<file path="config.mk">
export PLATFORM = sky130hd
export DESIGN_NAME = hsl_to_rgb_converter
export DESIGN_NICKNAME = d
export VERILOG_FILES = /design/src/rtl/hsl_pkg.sv /design/src/rtl/hsl_hue_unit.sv /design/src/rtl/hsl_chroma_unit.sv /design/src/rtl/hsl_mix_unit.sv /design/src/rtl/hsl_to_rgb_converter.sv
export SDC_FILE = /design/constraint.sdc
export NUM_CORES = 2
export LEC_CHECK = 0
export ABC_CLOCK_PERIOD_IN_PS = 5600
export BUFFER_PORTS_ARGS = -buffer_cell sky130_fd_sc_hd__buf_4
export CAP_MARGIN = 40
export CORE_MARGIN = 2
export CORE_UTILIZATION = 40
export CTS_CLUSTER_SIZE = 20
export DETAILED_ROUTE_END_ITERATION = 10
export GPL_TIMING_DRIVEN = 0
export RECOVER_POWER = 25
export SLEW_MARGIN = 10
export SYNTH_ARGS = -nofsm -noshare
export SYNTH_HDL_FRONTEND = slang
export SYNTH_SLANG_ARGS = --single-unit
</file>
<file path="constraint.sdc">
create_clock -name clk -period 5.6 [get_ports clk]
set_input_delay 1.12 -clock clk [delete_from_list [all_inputs] [get_ports clk]]
set_output_delay 1.12 -clock clk [all_outputs]
set_load 0.03 [all_outputs]
</file>
<file path="src/rtl/hsl_pkg.sv">
// Shared types, widths and constants for the HSL to RGB conversion pipeline.
// No dependencies; every other file in rtl/ imports this package.
`default_nettype none

package hsl_pkg;

	localparam int HUE_W      = 16;
	localparam int FRAC_W     = 13;
	localparam int CHAN_W     = 8;
	localparam int NUM_CHAN   = 3;

	// Hue wrap: bias by six full turns so that every hue becomes non-negative
	localparam int WRAP_W               = 17;
	localparam logic [WRAP_W-1:0] HUE_BIAS = 17'd34560;
	localparam int SIXTH                = 960;
	localparam int SIXTH_SHIFT          = 6;     // 960 = 15 << 6
	localparam int RECIP_15             = 4369;  // floor(2^16 / 15), may come out one low
	localparam int RECIP_15_W           = 13;
	localparam int RECIP_15_SHIFT       = 16;
	localparam int RECIP_6              = 43;    // exact floor(q / 6) for q up to 70
	localparam int RECIP_6_SHIFT        = 8;

	localparam int Q_W        = 7;
	localparam int R_W        = 10;
	localparam int K_W        = 11;
	localparam int SEC_W      = 3;

	localparam int FRAC_ONE   = 4096;
	localparam int FD_W       = 14;
	localparam int CNUM_W     = 28;
	localparam int LM_W       = 23;
	localparam int TERM_W     = 38;
	localparam int SUM_W      = 39;
	localparam int SCALED_W   = 44;
	localparam int SCALE_MUL  = 17;  // 255 / 15
	localparam int SCALE_SHIFT = 31; // 2^25 * 64
	localparam int CHAN_MAX   = 255;

	typedef struct packed {
		logic s1;
		logic s2;
		logic s3;
		logic s4;
		logic s5;
		logic s6;
	} hsl_adv_t;

	typedef enum logic [SEC_W-1:0] {
		SEC_RY = 3'd0,
		SEC_YG = 3'd1,
		SEC_GC = 3'd2,
		SEC_CB = 3'd3,
		SEC_BM = 3'd4,
		SEC_MR = 3'd5
	} hsl_sector_t;

	typedef enum logic [1:0] {
		TERM_C,
		TERM_X,
		TERM_ZERO
	} hsl_term_t;

	typedef enum logic [1:0] {
		CH_RED   = 2'd0,
		CH_GREEN = 2'd1,
		CH_BLUE  = 2'd2
	} hsl_chan_t;

	// Which of chroma, secondary or nothing a channel takes in a sector
	function automatic hsl_term_t term_sel(input hsl_chan_t ch, input hsl_sector_t sector);
		hsl_term_t t;
		t = TERM_ZERO;
		unique case (ch)
			CH_RED: begin
				unique case (sector)
					SEC_RY, SEC_MR: t = TERM_C;
					SEC_YG, SEC_BM: t = TERM_X;
					default:        t = TERM_ZERO;
				endcase
			end
			CH_GREEN: begin
				unique case (sector)
					SEC_YG, SEC_GC: t = TERM_C;
					SEC_RY, SEC_CB: t = TERM_X;
					default:        t = TERM_ZERO;
				endcase
			end
			CH_BLUE: begin
				unique case (sector)
					SEC_CB, SEC_BM: t = TERM_C;
					SEC_GC, SEC_MR: t = TERM_X;
					default:        t = TERM_ZERO;
				endcase
			end
			default: t = TERM_ZERO;
		endcase
		return t;
	endfunction

endpackage

`default_nettype wire

</file>
<file path="src/rtl/hsl_hue_unit.sv">
// Hue path, stages 1 to 3: wrap the hue, split it into 60-degree sectors
// and form the secondary weight k = 960 - 2*tri. Depends on hsl_pkg.
`default_nettype none

module hsl_hue_unit (
	input  logic                                clk,
	input  hsl_pkg::hsl_adv_t                   adv,
	input  logic signed [hsl_pkg::HUE_W-1:0]    hue,
	output logic signed [hsl_pkg::K_W-1:0]      k_s3,
	output hsl_pkg::hsl_sector_t                sector_s3
);
	import hsl_pkg::*;

	localparam int V_W    = WRAP_W - SIXTH_SHIFT;
	localparam int PROD_W = V_W + RECIP_15_W;
	localparam int SP_W   = 12;

	logic [WRAP_W-1:0] wrap;
	logic [PROD_W-1:0] recip_prod;
	logic [WRAP_W-1:0] wrap_s1;
	logic [Q_W-1:0]    q0_s1;

	logic [WRAP_W-1:0] rem_full;
	logic [Q_W-1:0]    q_fix;
	logic [R_W-1:0]    rem_fix;
	logic [Q_W-1:0]    q_s2;
	logic [R_W-1:0]    r_s2;

	logic [R_W+1:0]    twice_r;
	logic signed [R_W+1:0] k_wide;
	logic [SP_W-1:0]   sec_prod;
	logic [Q_W-1:0]    sec_val;

	// Stage 1: bias and estimate the sixth index
	assign wrap       = WRAP_W'(hue) + HUE_BIAS;
	assign recip_prod = PROD_W'(wrap[WRAP_W-1:SIXTH_SHIFT]) * PROD_W'(RECIP_15);

	always_ff @(posedge clk) begin
		if (adv.s1) begin
			wrap_s1 <= wrap;
			q0_s1   <= recip_prod[RECIP_15_SHIFT +: Q_W];
		end
	end

	// Stage 2: remainder, fix an estimate that came out one low
	always_comb begin
		rem_full = wrap_s1 - WRAP_W'(q0_s1) * WRAP_W'(SIXTH);
		if (rem_full >= WRAP_W'(SIXTH)) begin
			q_fix   = q0_s1 + Q_W'(1);
			rem_fix = R_W'(rem_full - WRAP_W'(SIXTH));
		end else begin
			q_fix   = q0_s1;
			rem_fix = R_W'(rem_full);
		end
	end

	always_ff @(posedge clk) begin
		if (adv.s2) begin
			q_s2 <= q_fix;
			r_s2 <= rem_fix;
		end
	end

	// Stage 3: triangle weight and sector within the turn
	always_comb begin
		twice_r = {1'b0, r_s2, 1'b0};
		if (q_s2[0]) begin
			k_wide = $signed((R_W+2)'(SIXTH) - twice_r);
		end else begin
			k_wide = $signed(twice_r - (R_W+2)'(SIXTH));
		end
		sec_prod = SP_W'(q_s2) * SP_W'(RECIP_6);
		sec_val  = q_s2 - Q_W'(sec_prod[SP_W-1:RECIP_6_SHIFT]) * Q_W'(6);
	end

	always_ff @(posedge clk) begin
		if (adv.s3) begin
			k_s3      <= k_wide[K_W-1:0];
			sector_s3 <= hsl_sector_t'(sec_val[SEC_W-1:0]);
		end
	end

endmodule

`default_nettype wire

</file>
<file path="src/rtl/hsl_chroma_unit.sv">
// Chroma path, stages 1 to 3: chroma numerator (1 - |2l - 1|) * s over 2^24,
// with lightness carried alongside. Depends on hsl_pkg.
`default_nettype none

module hsl_chroma_unit (
	input  logic                                 clk,
	input  hsl_pkg::hsl_adv_t                    adv,
	input  logic [hsl_pkg::FRAC_W-1:0]           saturation,
	input  logic [hsl_pkg::FRAC_W-1:0]           lightness,
	output logic signed [hsl_pkg::CNUM_W-1:0]    cnum_s3,
	output logic [hsl_pkg::FRAC_W-1:0]           lit_s3
);
	import hsl_pkg::*;

	localparam int D_W = FRAC_W + 2;

	logic signed [D_W-1:0]    diff;
	logic signed [D_W-1:0]    abs_dev;
	logic signed [D_W-1:0]    fd;
	logic signed [FD_W-1:0]   fd_s1;
	logic [FRAC_W-1:0]        sat_s1;
	logic [FRAC_W-1:0]        lit_s1;
	logic signed [CNUM_W-1:0] cnum_s2;
	logic [FRAC_W-1:0]        lit_s2;

	always_comb begin
		diff    = $signed({1'b0, lightness, 1'b0}) - $signed(D_W'(FRAC_ONE));
		abs_dev = diff[D_W-1] ? -diff : diff;
		fd      = $signed(D_W'(FRAC_ONE)) - abs_dev;
	end

	always_ff @(posedge clk) begin
		if (adv.s1) begin
			fd_s1  <= fd[FD_W-1:0];
			sat_s1 <= saturation;
			lit_s1 <= lightness;
		end
		if (adv.s2) begin
			cnum_s2 <= CNUM_W'(fd_s1) * CNUM_W'($signed({1'b0, sat_s1}));
			lit_s2  <= lit_s1;
		end
		if (adv.s3) begin
			cnum_s3 <= cnum_s2;
			lit_s3  <= lit_s2;
		end
	end

endmodule

`default_nettype wire

</file>
<file path="src/rtl/hsl_mix_unit.sv">
// Channel mix, stages 4 to 6: weight chroma by sector, add the offset,
// scale by 255 over the common denominator and clamp. Depends on hsl_pkg.
`default_nettype none

module hsl_mix_unit (
	input  logic                                clk,
	input  hsl_pkg::hsl_adv_t                   adv,
	input  logic signed [hsl_pkg::CNUM_W-1:0]   cnum_s3,
	input  logic [hsl_pkg::FRAC_W-1:0]          lit_s3,
	input  logic signed [hsl_pkg::K_W-1:0]      k_s3,
	input  hsl_pkg::hsl_sector_t                sector_s3,
	output logic [hsl_pkg::CHAN_W-1:0]          red,
	output logic [hsl_pkg::CHAN_W-1:0]          green,
	output logic [hsl_pkg::CHAN_W-1:0]          blue
);
	import hsl_pkg::*;

	localparam int HI_W = SCALED_W - SCALE_SHIFT;
	localparam logic signed [TERM_W-1:0] SIXTH_T = TERM_W'(SIXTH);

	logic signed [TERM_W-1:0] px_s4;
	logic signed [TERM_W-1:0] pc_s4;
	logic [LM_W-1:0]          lm_s4;
	hsl_sector_t              sector_s4;
	logic signed [SUM_W-1:0]  offset;

	logic signed [SUM_W-1:0]  sum_s5 [NUM_CHAN];
	logic [CHAN_W-1:0]        chan_s6 [NUM_CHAN];

	// Stage 4: products
	always_ff @(posedge clk) begin
		if (adv.s4) begin
			px_s4     <= TERM_W'(cnum_s3) * TERM_W'(k_s3);
			pc_s4     <= TERM_W'(cnum_s3) * SIXTH_T;
			lm_s4     <= LM_W'(lit_s3) * LM_W'(SIXTH);
			sector_s4 <= sector_s3;
		end
	end

	assign offset = $signed({{(SUM_W-LM_W-FRAC_W){1'b0}}, lm_s4, {FRAC_W{1'b0}}});

	for (genvar g = 0; g < NUM_CHAN; g++) begin : g_chan
		hsl_term_t                 sel;
		logic signed [TERM_W-1:0]  term;
		logic signed [SCALED_W-1:0] scaled;
		logic [HI_W-1:0]           hi;
		logic [CHAN_W-1:0]         chan_val;

		// Stage 5: pick the term and add the offset
		always_comb begin
			sel = term_sel(hsl_chan_t'(2'(g)), sector_s4);
			unique case (sel)
				TERM_C:  term = pc_s4;
				TERM_X:  term = px_s4;
				default: term = -pc_s4;
			endcase
		end

		always_ff @(posedge clk) begin
			if (adv.s5) begin
				sum_s5[g] <= SUM_W'(term) + offset;
			end
		end

		// Stage 6: times 17, drop the denominator, clamp
		always_comb begin
			scaled = SCALED_W'(sum_s5[g]) + (SCALED_W'(sum_s5[g]) <<< 4);
			hi     = scaled[SCALED_W-1:SCALE_SHIFT];
			if (scaled <= 0) begin
				chan_val = '0;
			end else if (hi > HI_W'(CHAN_MAX)) begin
				chan_val = CHAN_W'(CHAN_MAX);
			end else begin
				chan_val = hi[CHAN_W-1:0];
			end
		end

		always_ff @(posedge clk) begin
			if (adv.s6) begin
				chan_s6[g] <= chan_val;
			end
		end
	end

	assign red   = chan_s6[CH_RED];
	assign green = chan_s6[CH_GREEN];
	assign blue  = chan_s6[CH_BLUE];

endmodule

`default_nettype wire

</file>
<file path="src/rtl/hsl_to_rgb_converter.sv">
// HSL to RGB converter top level: pipeline control and stage wiring.
// Depends on hsl_pkg, hsl_hue_unit, hsl_chroma_unit and hsl_mix_unit.
//
// Usage:
//   Input channel (in_valid / in_stall) carries hue (signed, 1/16 degree),
//   saturation and lightness (unsigned, 4096 = 1.0). Output channel
//   (out_valid / out_stall) carries red, green and blue, 8 bits each.
//   A transfer happens at a rising edge with valid high and stall low.
//   Depth: six register stages. Throughput: one item per cycle while
//   out_stall is low. Each stage holds its own valid bit, so bubbles close
//   up and an item is taken in whenever some stage ahead can move, even
//   while a finished result waits at the output.
//   Stage 1 and 2 carry the hue reciprocal estimate and the chroma
//   multiply, stage 4 the 28x11 secondary multiply, stage 6 the scale/clamp.
//   Reset (arst_n low, asynchronous) empties every stage; out_valid drops.
//   When the receiver stalls, the result holds steady on the output, the
//   stages behind it fill up, and in_stall rises once all six are full.
`default_nettype none

module hsl_to_rgb_converter (
	input  logic                              clk,
	input  logic                              arst_n,
	input  logic                              in_valid,
	output logic                              in_stall,
	input  logic signed [hsl_pkg::HUE_W-1:0]  hue,
	input  logic [hsl_pkg::FRAC_W-1:0]        saturation,
	input  logic [hsl_pkg::FRAC_W-1:0]        lightness,
	output logic                              out_valid,
	input  logic                              out_stall,
	output logic [hsl_pkg::CHAN_W-1:0]        red,
	output logic [hsl_pkg::CHAN_W-1:0]        green,
	output logic [hsl_pkg::CHAN_W-1:0]        blue
);
	import hsl_pkg::*;

	hsl_adv_t adv;
	logic valid_s1, valid_s2, valid_s3, valid_s4, valid_s5, valid_s6;

	logic signed [K_W-1:0]    k_s3;
	hsl_sector_t              sector_s3;
	logic signed [CNUM_W-1:0] cnum_s3;
	logic [FRAC_W-1:0]        lit_s3;

	// A stage loads when it is empty or its content moves on
	always_comb begin
		adv.s6 = !valid_s6 || !out_stall;
		adv.s5 = !valid_s5 || adv.s6;
		adv.s4 = !valid_s4 || adv.s5;
		adv.s3 = !valid_s3 || adv.s4;
		adv.s2 = !valid_s2 || adv.s3;
		adv.s1 = !valid_s1 || adv.s2;
	end

	assign in_stall  = !adv.s1;
	assign out_valid = valid_s6;

	// Advance valid bits with their data; a held stage keeps its bit
	always_ff @(posedge clk or negedge arst_n) begin
		if (!arst_n) begin
			valid_s1 <= 1'b0;
			valid_s2 <= 1'b0;
			valid_s3 <= 1'b0;
			valid_s4 <= 1'b0;
			valid_s5 <= 1'b0;
			valid_s6 <= 1'b0;
		end else begin
			if (adv.s1) valid_s1 <= in_valid;
			if (adv.s2) valid_s2 <= valid_s1;
			if (adv.s3) valid_s3 <= valid_s2;
			if (adv.s4) valid_s4 <= valid_s3;
			if (adv.s5) valid_s5 <= valid_s4;
			if (adv.s6) valid_s6 <= valid_s5;
		end
	end

	hsl_hue_unit u_hue (
		.clk       (clk),
		.adv       (adv),
		.hue       (hue),
		.k_s3      (k_s3),
		.sector_s3 (sector_s3)
	);

	hsl_chroma_unit u_chroma (
		.clk        (clk),
		.adv        (adv),
		.saturation (saturation),
		.lightness  (lightness),
		.cnum_s3    (cnum_s3),
		.lit_s3     (lit_s3)
	);

	hsl_mix_unit u_mix (
		.clk       (clk),
		.adv       (adv),
		.cnum_s3   (cnum_s3),
		.lit_s3    (lit_s3),
		.k_s3      (k_s3),
		.sector_s3 (sector_s3),
		.red       (red),
		.green     (green),
		.blue      (blue)
	);

	// Input backs up only when every stage is full and the output is held
	a_stall_full: assert property (@(posedge clk) disable iff (!arst_n)
		in_stall |-> (valid_s1 && valid_s2 && valid_s3 && valid_s4 && valid_s5
			&& valid_s6 && out_stall))
		else $error("input stalled with room in the pipeline");

	// A transfer in always lands in stage 1
	a_take_in: assert property (@(posedge clk) disable iff (!arst_n)
		(in_valid && !in_stall) |=> valid_s1)
		else $error("accepted item lost at stage 1");

	// A held middle stage must sit behind a full, held stage
	a_hold_chain: assert property (@(posedge clk) disable iff (!arst_n)
		(valid_s3 && !adv.s3) |-> (valid_s4 && !adv.s4))
		else $error("stage 3 held without a held stage 4");

	// A result that leaves is replaced only from stage 5
	a_drain: assert property (@(posedge clk) disable iff (!arst_n)
		(valid_s6 && !out_stall && !valid_s5) |=> !valid_s6)
		else $error("output valid without a source item");

endmodule

`default_nettype wire
</file>
---- Yosys cells after proc, flatten, opt, wreduce, memory -nomap -nowiden ----
Memory sizes are Yosys's and may differ from the RTL's.
Index checks and enable logic that the tools add are counted.
operators by class
  equality and inequality tests ........... 8
  reductions and logical operators ........ 24
  multiplexer cells ....................... 20
  $lt $le $gt $ge ......................... 7
  shift-type cells ........................ 0
  multiply operators ...................... 8
  div/mod/pow operators ................... 0
  add/subtract/negate cells ............... 17
  bitwise logic cells ..................... 0
operator list
  operator                                                                                count
  38-bit one-hot mux with 2 select lines                                                  3
  39-bit by 43-bit adder with 44-bit output                                               3
  44-bit by 1-bit <= comparator with 1-bit output (second input constant)                 3
  38-bit by 37-bit adder with 39-bit output                                               3
  8-bit two-way mux                                                                       6
  13-bit by 8-bit > comparator with 1-bit output (second input constant)                  3
  28-bit by 11-bit multiplier with 38-bit output                                          1
  38-bit negation                                                                         1
  28-bit by 5-bit multiplier with 32-bit output (second input constant)                   1
  14-bit by 14-bit multiplier with 28-bit output                                          1
  11-bit by 13-bit multiplier with 23-bit output (second input constant)                  1
  17-bit by 16-bit adder with 17-bit output (second input constant)                       1
  17-bit by 10-bit greater-or-equal comparator with 1-bit output (second input constant)  1
  13-bit by 4-bit multiplier with 17-bit output (second input constant)                   1
  17-bit subtractor                                                                       1
  14-bit by 13-bit subtractor with 15-bit output (second input constant)                  1
  14-bit two-way mux                                                                      1
  14-bit negation                                                                         1
  14-bit subtractor (first input constant)                                                1
  7-bit by 6-bit multiplier with 12-bit output (second input constant)                    1
  2-bit one-hot mux with 2 select lines                                                   3
  2-bit OR reduction                                                                      6
  7-bit by 4-bit multiplier with 11-bit output (second input constant)                    1
  11-bit two-way mux                                                                      1
  other kinds (17)                                                                        38
word-level totals
  bits in registers ....................... 273
  memories ................................ 2
  output and inout port bits .............. 26
  memory bits (writable) .................. 141
  bits in read-only memories .............. 0
  latch bits .............................. 0
memory list
  memory         words  bits a word  rd ports  clocked after memory_dff  wr ports  line                RTL
  u_mix.sum_s5   3      39           3         0                         3         hsl_mix_unit.sv:27  logic signed [SUM_W-1:0] sum_s5 [NUM_CHAN];
  u_mix.chan_s6  3      8            3         0                         3         hsl_mix_unit.sv:28  logic [CHAN_W-1:0] chan_s6 [NUM_CHAN];

---- Depth between registers and ports, before layout ----
  depth in word-level cells ............... 8
  mapped depth ............................ 25
  gate-level depth less buffers ........... 24

---- By module ----
From an unflattened synthesis, not the netlist that was laid out.
second synthesis, totals
  cell total of the unflattened synthesis .. 4,808
  area, all modules ....................... 47,434.2 µm²
by module, submodules not included
  module                area an instance (µm²)  sequential area each (µm²)  times used  cells each
  hsl_mix_unit          31,375.1                6,936.7                     1           3,363
  hsl_chroma_unit       11,036.8                3,543.4                     1           988
  hsl_hue_unit          4,779.6                 1,621.6                     1           436
  hsl_to_rgb_converter  242.7                   150.1                       1           21

---- Worst setup path before layout ----
Ideal clock, no wire load.
  path type ............................... register to register
  from .................................... register u_chroma.fd_s1[13]
  to ...................................... register u_chroma.cnum_s2[27] (data pin)
  arrival time ............................ 5,837 ps
  buffers on the path ..................... 2
  slack ................................... -497 ps
  data required time ...................... 5,340 ps
  stages on the path, launching flop included .. 25
  cell sequence ........................... edfxtp_1 clkbuf_1 and2_1 fa_1 inv_1 fa_1 inv_1 fa_1 fa_1 fa_1 inv_1 fa_1 inv_1 ha_1 clkbuf_1 a21o_1 a21o_1 a21o_1 a21oi_1 o41ai_1 a41oi_1 a211oi_1 a21o_1 a21oi_1 xnor2_1
on the way
  word-level cells in the longest chain between the ends .. 1
RTL lines
  element                                         line                   RTL
  start, declared                                 hsl_chroma_unit.sv:20  logic signed [FD_W-1:0] fd_s1;
  start signal, assigned                          hsl_chroma_unit.sv:34  fd_s1 <= fd[FD_W-1:0];
  14-bit by 14-bit multiplier with 28-bit output  hsl_chroma_unit.sv:39  cnum_s2 <= CNUM_W'(fd_s1) * CNUM_W'($signed({1'b0, sat_s1}));
  end signal, assigned                            hsl_chroma_unit.sv:39
  end, declared                                   hsl_chroma_unit.sv:23  logic signed [CNUM_W-1:0] cnum_s2;
No other way between the ends.
A chain may end at the register's enable or synchronous reset.

---- Worst setup path after layout ----
  from .................................... register u_chroma.sat_s1[3]
  to ...................................... register u_chroma.cnum_s2[27] (data pin)
on the way
  word-level cells in the longest chain between the ends .. 1
RTL lines
  element                                         line                   RTL
  start, declared                                 hsl_chroma_unit.sv:21  logic [FRAC_W-1:0] sat_s1;
  start signal, assigned                          hsl_chroma_unit.sv:35  sat_s1 <= saturation;
  14-bit by 14-bit multiplier with 28-bit output  hsl_chroma_unit.sv:39
No other way between the ends.

==> results.txt <==
grt total ovfl = 0
CP arrival = 6.58 ns
final WL = 119 mm
number of H-tree levels = 2
TritonCTS clock tree = built
Adder-Cell Fraction of Synth Area = 35.4%
drt first pass iters = 7
Worst slew margin = -38.2%
critical path, cell by cell = buf_8 > and2_1 > fa_1 > inv_1 > fa_1 > inv_1 > fa_1 > inv_1 > fa_1 > inv_1 > fa_2 > fa_1 > ha_4 > nand3_4 > o211a_4 > o41ai_4 > a41oi_2 > a211oi_2 > a21o_1 > a21oi_2 > xnor2_1
initial antenna violation count = 6
Die Y = 339 um
Worst path most repeated cell = fa_1
fill count = 10422
layout cells sized above 1 = 13.5%
top-level I/O count = 72
mux cell area share after synthesis = 0.743%
site row count = 122
clk_lat worst skew = 0.63 ns
count leader, synth = inv_1
vias per inst = 5.16
Tmin final = 6.23 ns
final max-slew violation count = 48
Yosys cell types = 89
Final Wtd Congestion = 0.973
non-filler instance count after layout = 6341
first-pass GRT wire length = 187 mm
cell family with most CP delay = adder cells
DRC viols = 0
die width = 339 um
Global Route Usage Sum = 20.7%
FF-to-FF Start = u_chroma.sat_s1[3]$_DFFE_PN_
vias in the first global route = 33819
sequential element share of the synthesized area = 26.7%
die footprint = 0.115 mm2
Async SR Flop Fraction = 1.50%
crit end category = register
result of the run = finished with violations
largest family of logic cells by synthesized area = adder cells
Area growth syn-to-layout = 16.6%
largest net degree at the start of global routing = 68
Post-Synth Simple-Gate Area = 12.8%
Syn Nets = 5524
R2R Setup Slk = -0.63 ns
cts bufs inserted = 48
Initial Utilization = 40.4%
failing checks = max-capacitance violations, max-slew violations, negative setup slack
DP Wirelength = 95.0 mm
Crit path required time = 5.95 ns
top cells by area, synth = edfxtp_1 (26%), fa_1 (22%), ha_1 (13%)
xor/xnor share of the synthesized area = 5.57%
Antenna Violating Nets Remaining = 0
area leader, netlist = edfxtp_1
Iter 0 DRT Violations = 1720
max-cap violation count = 1
core area = 0.111 mm2
antenna diode count = 0
Worst setup SP type = register
Synth Flop Type = edfxtp_1
final hold viol count = 0
Clock Sinks = 400
Clk pin slew, worst setup/hold paths = 0.06 ns
average wire per standard cell = 18.8 um
period utilization = 111%
final net count = 5830
R2R depth = 21
final core utilization = 47.1%
synth warn = 0
Synth Area in Compound Gates = 11.4%
Mapped Area = 0.0448 mm2
Avg Cell Area, Syn = 9.94 um2
Gate Count Post-Synth = 4508
Post-CTS Hold Fix Bufs = 0
slowest stage delay, CP = 0.53 ns
maximum clock path buffer count = 3
top post-synthesis cells by count = inv_1 (741), fa_1 (494), ha_1 (476)
RSZ-0062 raised after global routing = true
#FFs+latches synth = 400
actual slew at the worst max-slew pin = 2.06 ns
clk_skew = 0.0395 ns
crit path buf inv count = 5
Post-Place Cells = 6083
port bufs = 71
worst min path class = in -> async
CP Max Fanout = 8
total number of vias = 32719
Peak Freq = 160 MHz
Setup-failing EPs final = 20
Post-synth EDFFs = 394
CTS root buf = clkbuf_16
Final Worst Setup Slack = -0.635 ns
CP Class = reg -> reg
post-synth top area share = 26.4%
RR Endpoint = u_chroma.cnum_s2[27]$_DFFE_PP_
CP max-delay cell = fa_1
## logic make-up after synthesis
| kind of cell | Yosys count |
|---|---|
| AND/OR/NAND/NOR | 1147 |
| adder cells (fa/ha/maj) | 970 |
| buffers and inverters | 887 |
| AO/OA/AOI/OAI | 786 |
| flip-flops | 400 |
| XOR/XNOR | 285 |
| multiplexers | 33 |
## timing repair
action | 4_1_cts | 5_1_grt
gates resized for setup | 237 | 143
gates cloned | 1 | 3
pin swaps | 140 | 105
endpoints found under the setup margin | 57 | 48
buffers inserted | 128 | 46
## metal layers
metal / GRT usage, % / routed length [um] / up-vias
met5: 0 / 0 / -
met4: 9.66 / 6390 / 0
met3: 2.05 / 4850 / 250
met2: 35.2 / 56000 / 762
met1: 26.7 / 52000 / 16007
li1: - / - / 15700
## stage by stage
stage,hold slack [ns],setup WS (ns),cell area [um2],TNS (ns)
5_1_grt,0.358,-0.790,52200,-10.28
4_1_cts,0.245,-0.614,51500,-5.26
3_3_place_gp,0.402,-1.05,47600,-23.14
2_1_floorplan,0.400,-0.147,45200,-0.220
3_5_place_dp,0.405,-1.10,47800,-23.30
6_report,0.353,-0.635,52200,-6.39
## cell usage in the layout, fill, tap and decap left out, types with 94 or more instances in the layout
master,synthesis,layout
a21o_1,95,94
a21oi_1,246,229
and2_1,207,184
buf_4,0,187
edfxtp_1,394,394
fa_1,494,472
ha_1,476,444
inv_1,741,705
nand2_1,394,379
nor2_1,180,174
o21ai_0,142,126
xnor2_1,191,187
## worst max path at each step
| stage | startpoint | endpoint | slack (ns) | depth (start not counted) |
|---|---|---|---|---|
| floorplan | u_chroma.sat_s1[4]$_DFFE_PN_ | u_chroma.cnum_s2[27]$_DFFE_PP_ | -0.15 | 24 |
| global placement | u_hue.k_s3[9]$_DFFE_PP_ | u_mix.px_s4[36]$_DFFE_PP_ | -1.05 | 20 |
| detailed placement | u_hue.k_s3[9]$_DFFE_PP_ | u_mix.px_s4[36]$_DFFE_PP_ | -1.10 | 20 |
| CTS | u_chroma.fd_s1[10]$_DFFE_PN_ | u_chroma.cnum_s2[27]$_DFFE_PP_ | -0.61 | 23 |
| global route | u_chroma.sat_s1[3]$_DFFE_PN_ | u_chroma.cnum_s2[27]$_DFFE_PP_ | -0.79 | 22 |
| finish | u_chroma.sat_s1[3]$_DFFE_PN_ | u_chroma.cnum_s2[27]$_DFFE_PP_ | -0.63 | 21 |
## registers in the layout, indices dropped and copies added (netlist names), 17 cells and up
| register | flops |
|---|---|
| u_mix.px_s4 | 36 |
| u_hue.wrap_s1 | 17 |
| u_mix.chan_s6 | 24 |
| u_chroma.cnum_s3 | 27 |
| u_mix.lm_s4 | 17 |
| u_mix.pc_s4 | 31 |
| u_chroma.cnum_s2 | 27 |
| u_mix.sum_s5 | 111 |
## final cells by class
cell class              instances  area [um2]  area share (%)
clock inverters                28         412           0.788
well taps                    1488        1860            3.56
multi-input cells            3221       30600            58.5
plain buffers                 141        1190            2.29
repair buffers                260        2130            4.08
clock buffers                  61        1290            2.47
inverters                     742        2790            5.33
flip-flops and latches        400       12000            22.9
Power is not shown: default switching activity piles up to over one toggle a cycle in this logic, so the estimate is an artifact.
